[src/rtl/sfq_pkg.sv]
package sfq_pkg;

    typedef logic [31:0] freq_t;
    typedef logic [1:0]  status_t;
    typedef logic [1:0]  band_t;

    typedef struct packed {
        logic  ok;
        freq_t freq;
    } fold_res_t;

    localparam status_t ST_WAIT     = 2'd0;
    localparam status_t ST_MISMATCH = 2'd1;
    localparam status_t ST_OUTBAND  = 2'd2;
    localparam status_t ST_LOCKED   = 2'd3;

    localparam band_t BAND_UHF  = 2'd0;
    localparam band_t BAND_VHF  = 2'd1;
    localparam band_t BAND_200M = 2'd2;
    localparam band_t BAND_350M = 2'd3;

    localparam logic [1:0] REG_BAND_SELECT = 2'd0;
    localparam logic [1:0] REG_CORR_COEFF  = 2'd1;
    localparam logic [1:0] REG_CORR_SUB    = 2'd2;

    localparam int CFG_DATA_W  = 16;
    localparam int CFG_INDEX_W = 2;
    localparam int STATUS_W    = 2;
    localparam int OUT_FREQ_W  = 26;
    localparam int PIPE_DEPTH  = 10;

    localparam int PAIR_TOL = 25;

    localparam freq_t F_52M = 32'd52000000;
    localparam freq_t F_40M = 32'd40000000;
    localparam freq_t F_36M = 32'd36000000;
    localparam freq_t F_25M = 32'd25000000;
    localparam freq_t F_10M = 32'd10000000;
    localparam freq_t F_20M = 32'd20000000;
    localparam freq_t F_30M = 32'd30000000;
    localparam freq_t F_70M = 32'd70000000;
    localparam freq_t F_26M = 32'd26000000;
    localparam freq_t F_39M = 32'd39000000;
    localparam freq_t F_35M = 32'd35000000;
    localparam freq_t F_17M4 = 32'd17400000;
    localparam freq_t F_13M6 = 32'd13600000;

    // n / 3 for any 32-bit n: (n * DIV3_MUL) >> 33
    localparam logic [31:0] DIV3_MUL   = 32'hAAAAAAAB;
    localparam int          DIV3_SHIFT = 33;

    // n / 25 for any 32-bit n: (n * DIV25_MUL) >> 35
    localparam logic [31:0] DIV25_MUL   = 32'h51EB851F;
    localparam int          DIV25_SHIFT = 35;
    localparam int          ROUND_STEP  = 25;
    localparam int          ROUND_BIAS  = 13;

    // p / 10^7 = (p >> 7) / 78125, estimated from the top bits then corrected
    localparam logic [16:0] CORR_DIV     = 17'd78125;
    localparam logic [31:0] CORR_REC_MUL = 32'd3602879701;
    localparam int          CORR_REC_SHIFT = 39;

endpackage

[src/rtl/sfq_fold.sv]
module sfq_fold
    import sfq_pkg::*;
(
    input  band_t     band,
    input  freq_t     avg,
    input  freq_t     third,
    output fold_res_t res
);

    freq_t half;

    assign half = avg >> 1;

    always_comb
    begin
        res.ok   = 1'b1;
        res.freq = avg;
        case (band)
            BAND_UHF:
            begin
                if (avg > F_52M)
                begin
                    res.freq = half;
                end
                if (res.freq < F_40M)
                begin
                    res.ok = 1'b0;
                end
            end
            BAND_VHF:
            begin
                if (avg >= F_36M)
                begin
                    res.freq = third;
                end
                else if (avg > F_25M)
                begin
                    res.freq = half;
                end
                else if (avg < F_10M)
                begin
                    res.ok = 1'b0;
                end
                if (res.freq > F_20M)
                begin
                    res.ok = 1'b0;
                end
            end
            BAND_200M:
            begin
                if (avg >= F_40M)
                begin
                    res.freq = half;
                end
                else if (avg < F_20M)
                begin
                    res.ok = 1'b0;
                end
                if (res.freq > F_30M)
                begin
                    res.ok = 1'b0;
                end
            end
            default:
            begin
                if (avg >= F_70M)
                begin
                    res.freq = half;
                end
                else if (avg < F_30M)
                begin
                    res.ok = 1'b0;
                end
                if (res.freq > F_40M)
                begin
                    res.ok = 1'b0;
                end
            end
        endcase
    end

endmodule

[config.mk]
export PLATFORM = sky130hd
export DESIGN_NAME = sfq_fold
export DESIGN_NICKNAME = d
export VERILOG_FILES = /design/src/rtl/sfq_pkg.sv /design/src/rtl/sfq_fold.sv
export SDC_FILE = /design/constraint.sdc
export NUM_CORES = 1
export LEC_CHECK = 0
export BUFFER_PORTS_ARGS = -buffer_cell sky130_fd_sc_hd__buf_2
export CAP_MARGIN = 20
export CORE_MARGIN = 5
export CORE_UTILIZATION = 59
export DETAILED_ROUTE_END_ITERATION = 7
export PLACE_DENSITY_LB_ADDON = 0.3
export SYNTH_ARGS = -nofsm -noshare
export SYNTH_HDL_FRONTEND = slang
export SYNTH_SLANG_ARGS = --single-unit
[constraint.sdc]
create_clock -name vclk -period 5.1
set_clock_uncertainty 0.15 [all_clocks]
set_input_delay 0.255 -clock vclk [all_inputs]
set_output_delay 0.255 -clock vclk [all_outputs]
set_load 0.1 [all_outputs]
Word level (Yosys, flattened, before mapping) --
Cells that the tools add are included.
Storage, ports and cells: flip-flop bits (word level) 0, bits of input ports 66, output and inout port bits 33, logic and storage cells 37
Operators by class: order comparisons 12, equal/unequal tests 2, muxes and demuxes 21, reductions and logical operators 2
Operators by type and width (count):
- two-way mux 32 bit | 9
- case mux 33 bit (3 select lines) | 1
- > comparator 32 x 25 -> 1 bit, second input constant | 3
- greater-or-equal comparator 32 x 26 -> 1 bit, second input constant | 2
- > comparator 32 x 26 -> 1 bit, second input constant | 2
- < comparator 32 x 25 -> 1 bit, second input constant | 2
- greater-or-equal comparator 32 x 27 -> 1 bit, second input constant | 1
- < comparator 32 x 24 -> 1 bit, second input constant | 1
- < comparator 32 x 26 -> 1 bit, second input constant | 1
- two-way mux 1 bit | 11
- OR reduction 3 bit | 1
- == test 2 x 1 -> 1 bit, second input constant | 1
- == test 2 bit, second input constant | 1
- zero test 2 bit | 1

Logic depth before layout (Yosys ltp) --
depth in word-level cells 7, mapped depth 13, depth with buffers taken out 9

Worst setup path before layout --
OpenSTA, ideal clock, no wires.
path kind input port to output port, start point in avg[30], end point out res[3] (netlist name), arrival 4.793 ns, data required time 4.695 ns, path slack -0.098 ns, stages 9, buffers on the path 2, cell sequence or4_4 or4_1 a2111o_1 nand2_1 o22a_1 clkbuf_1 buf_2 o22ai_1 a221oi_1
RTL lines:
- from (decl) | line sfq_fold.sv:5 | input freq_t avg,
- to (decl) | line sfq_fold.sv:7 | output fold_res_t res

==> impl_metrics.csv <==
group,metric,value,unit
outcome,status,"finished clean",
grt,antenna_found_initial,0,
setup_path,start_kind,"primary input",
min_path,hold_path_end,"res[28]",
timing,finalCritPeriodShare,0.884,
flow_run,cap_violations,0,
power,leakagePower,1.42,nW
yosys,synth_top_family_by_area,"compound AO/OA/AOI/OAI gates",
yosys,synthTopCellsByArea,"nand2_1 (10%), nor2_1 (8.6%), a21oi_1 (7.0%)",
drt,vias_per_cell,7.45,
placement,dp_hpwl,9.99,mm
floorplanning,rows,26,
layout,clock_buffers,0,
layout,final_area,3550,µm²
setup_path,crit_path_max_fanout,18,
setup_path,cp-end-kind,"output pin",
grt,grt_pass1_vias,4453,
placement,place_inst,678,
setup_path,required,4.70,ns
drt,dr.first_iter.drc_count,826,
layout,seqCellArea,0,µm²
min_path,min_path_type,"primary input to output pin",
yosys,synth_fa_ha_area_frac,0,
layout,nets,677,
grt,grt-ovfl-total,0,
yosys,synth_cells,570,
layout,layout-drive-gt1-share,0.204,
clocking,cts_resized,0,
layout,instances_no_fill,679,
setup_path,slowest_stage,"o22a_1",
setup_path,path_common_cell,"buf_2",
timing,finalCriticalPeriod,4.51,ns
timing,rsz0062_at_grt,"no",
setup_path,path_cells,"buf_2 -> or4_4 -> or2_1 -> or3_1 -> nand2_1 -> o22a_1 -> o22ai_1 -> nor2_1 -> a21oi_1 -> o21ai_0 -> buf_2",
placement,place_ws,0.715,ns
placement,routabilityCongestion,1.00,
power,irDropWorstVdd,0.135,mV
min_path,min_from,"avg[29]",
min_path,holdPathStages,4,
floorplanning,pin_count,99,
layout,n_antenna_cell,0,
floorplanning,die_w,83.1,µm
yosys,syn-num-nets,636,
yosys,yosys.cell_types.count,71,
timing,setup_viol,0,
floorplanning,die_area,6910,µm²
power,power,0.000464,W
yosys,yosysSeqAreaShare,0,
drt,drc,0,
timing,slew_headroom,0.320,
placement,portBuffers,99,
timing,tightest_slew,1.01,ns
yosys,synthSimpleGateAreaFrac,0.412,
setup_path,critical_path_buf_inv_count,2,
timing,fmax,222,MHz
yosys,synthXorXnorAreaFrac,0,
drt,postRouteAntennaNets,0,
grt,grt_max_degree,34,
layout,syn_to_final_growth,12.7,%
drt,num_vias,5056,
grt,track_usage,0.370,
yosys,avgSynthCellArea,5.53,µm²
timing,hold_violations,0,
yosys,yosysTopAreaCellShare,0.104,
drt,wirelength,13.9,mm
timing,tns,0,ns
setup_path,slowest_delay,0.72,ns
floorplanning,die_y,83.1,µm
clocking,post_cts_buffers,0,
drt,drt-pass1-iter-count,5,
drt,wl_per_cell,20.5,µm
placement,place_area,3530,µm²
power,pwr_density_cell,130,nW/µm²
yosys,synth_mux_area_frac,0.0425,
setup_path,worstPathArrival,4.10,ns
yosys,yosysWarnings,0,
layout,nFlopsAndLatches,0,
timing,layout_setup_ws,0.591,ns
yosys,yosysTopAreaCell,"nand2_1",
grt,grt_pass1_wl,22.1,mm
clocking,postCtsHoldBufs,0,
setup_path,crit_type,"primary input to output pin",
setup_path,cp_top_family,"simple AND/OR/NAND/NOR gates",
floorplanning,start_util,0.613,
yosys,netlist_area,3150,µm²
yosys,synth-compound-area-share,0.442,
timing,slew_viol_final,0,
floorplanning,core_region_area,5140,µm²
-- report_power, final --
group	switching [W]	leakage (nW)	internal, W
clock network	0	0	0
registers	0	0	0
logic	0.000364	1.42	0.0000995
-- area by class of cell --
cell class | instances | area, µm²
Tap cell | 70 | 87.6
Multi-Input combinational cell | 487 | 2830
Inverter | 14 | 52.6
Fill cell | 531 | 1590
Timing Repair Buffer | 108 | 583
-- routing by layer --
layer	global-route usage	share of wire	vias to the layer above
met2	0.576	0.42	534
met1	0.511	0.38	2193
met5	0	0	-
li1	-	-	2239
met4	0.149	0.055	0
met3	0.0495	0.15	90
-- how the worst max path moves through the flow --
| stage | slack (ns) | cells after the start | start | to |
|---|---|---|---|---|
| after floorplan | 0.1 | 10 | avg[30] | res[6] |
| after global placement | 0.76 | 11 | avg[30] | res[19] |
| after detailed placement | 0.71 | 11 | avg[30] | res[7] |
| after CTS | 0.72 | 11 | avg[30] | res[7] |
| after global routing | 0.45 | 11 | avg[30] | res[1] |
| final | 0.59 | 11 | avg[30] | res[7] |
-- cells by family (layout without fill, tap and decap cells) --
logic type | count (synthesis) | in the layout
compound gates | 208 | 208
buf+inv | 83 | 122
mux | 13 | 13
simple gates | 266 | 266
-- cells in the mapped netlist (3+ instances only) --
cell type / count
a2111o_1: 3
a211o_1: 3
a211oi_1: 7
a21o_1: 3
a21oi_1: 44
a221oi_1: 3
a22oi_1: 4
a311oi_1: 7
a31oi_1: 8
and3_1: 6
and4_1: 5
buf_1: 4
buf_2: 7
clkbuf_1: 57
inv_1: 12
mux2_2: 3
mux2i_1: 10
nand2_1: 87
nand2b_1: 3
nand3_1: 20
nand3b_1: 3
nand4_1: 9
nand4b_1: 3
nor2_1: 72
nor3_1: 16
nor3b_1: 4
nor4_1: 13
o2111ai_1: 4
o211ai_1: 9
o21a_1: 3
o21ai_0: 41
o21ai_1: 4
o221ai_1: 9
o22ai_1: 23
o2bb2ai_1: 3
o31ai_1: 5
or2_2: 5
or3_1: 3
or4_1: 3
-- through the flow --
stage	hold slack, ns	util
5_1_grt	0.870	0.692
6_report	0.858	0.692
3_5_place_dp	0.853	0.686
2_1_floorplan	0.797	-
3_3_place_gp	0.852	0.686
4_1_cts	0.855	0.686
-- cell usage in the layout, fill, tap and decap left out, drive strengths merged, types with 4 or more instances in the layout --
cell type  netlist  final
buf             12    108
nand2           87     87
nor2            72     72
o21ai           45     45
a21oi           44     44
o22ai           23     23
nand3           20     20
nor3            16     16
nor4            14     14
inv             13     13
mux2i           10     10
o211ai           9      9
nand4            9      9
o221ai           9      9
a31oi            8      8
a311oi           7      7
a211oi           7      7
and3             6      6
or2              6      6
o31ai            5      5
and4             5      5
nor3b            4      4
a22oi            4      4
o2111ai          4      4
or4              4      4
a221oi           4      4
Note: power is estimated with default switching activity, not from simulation.
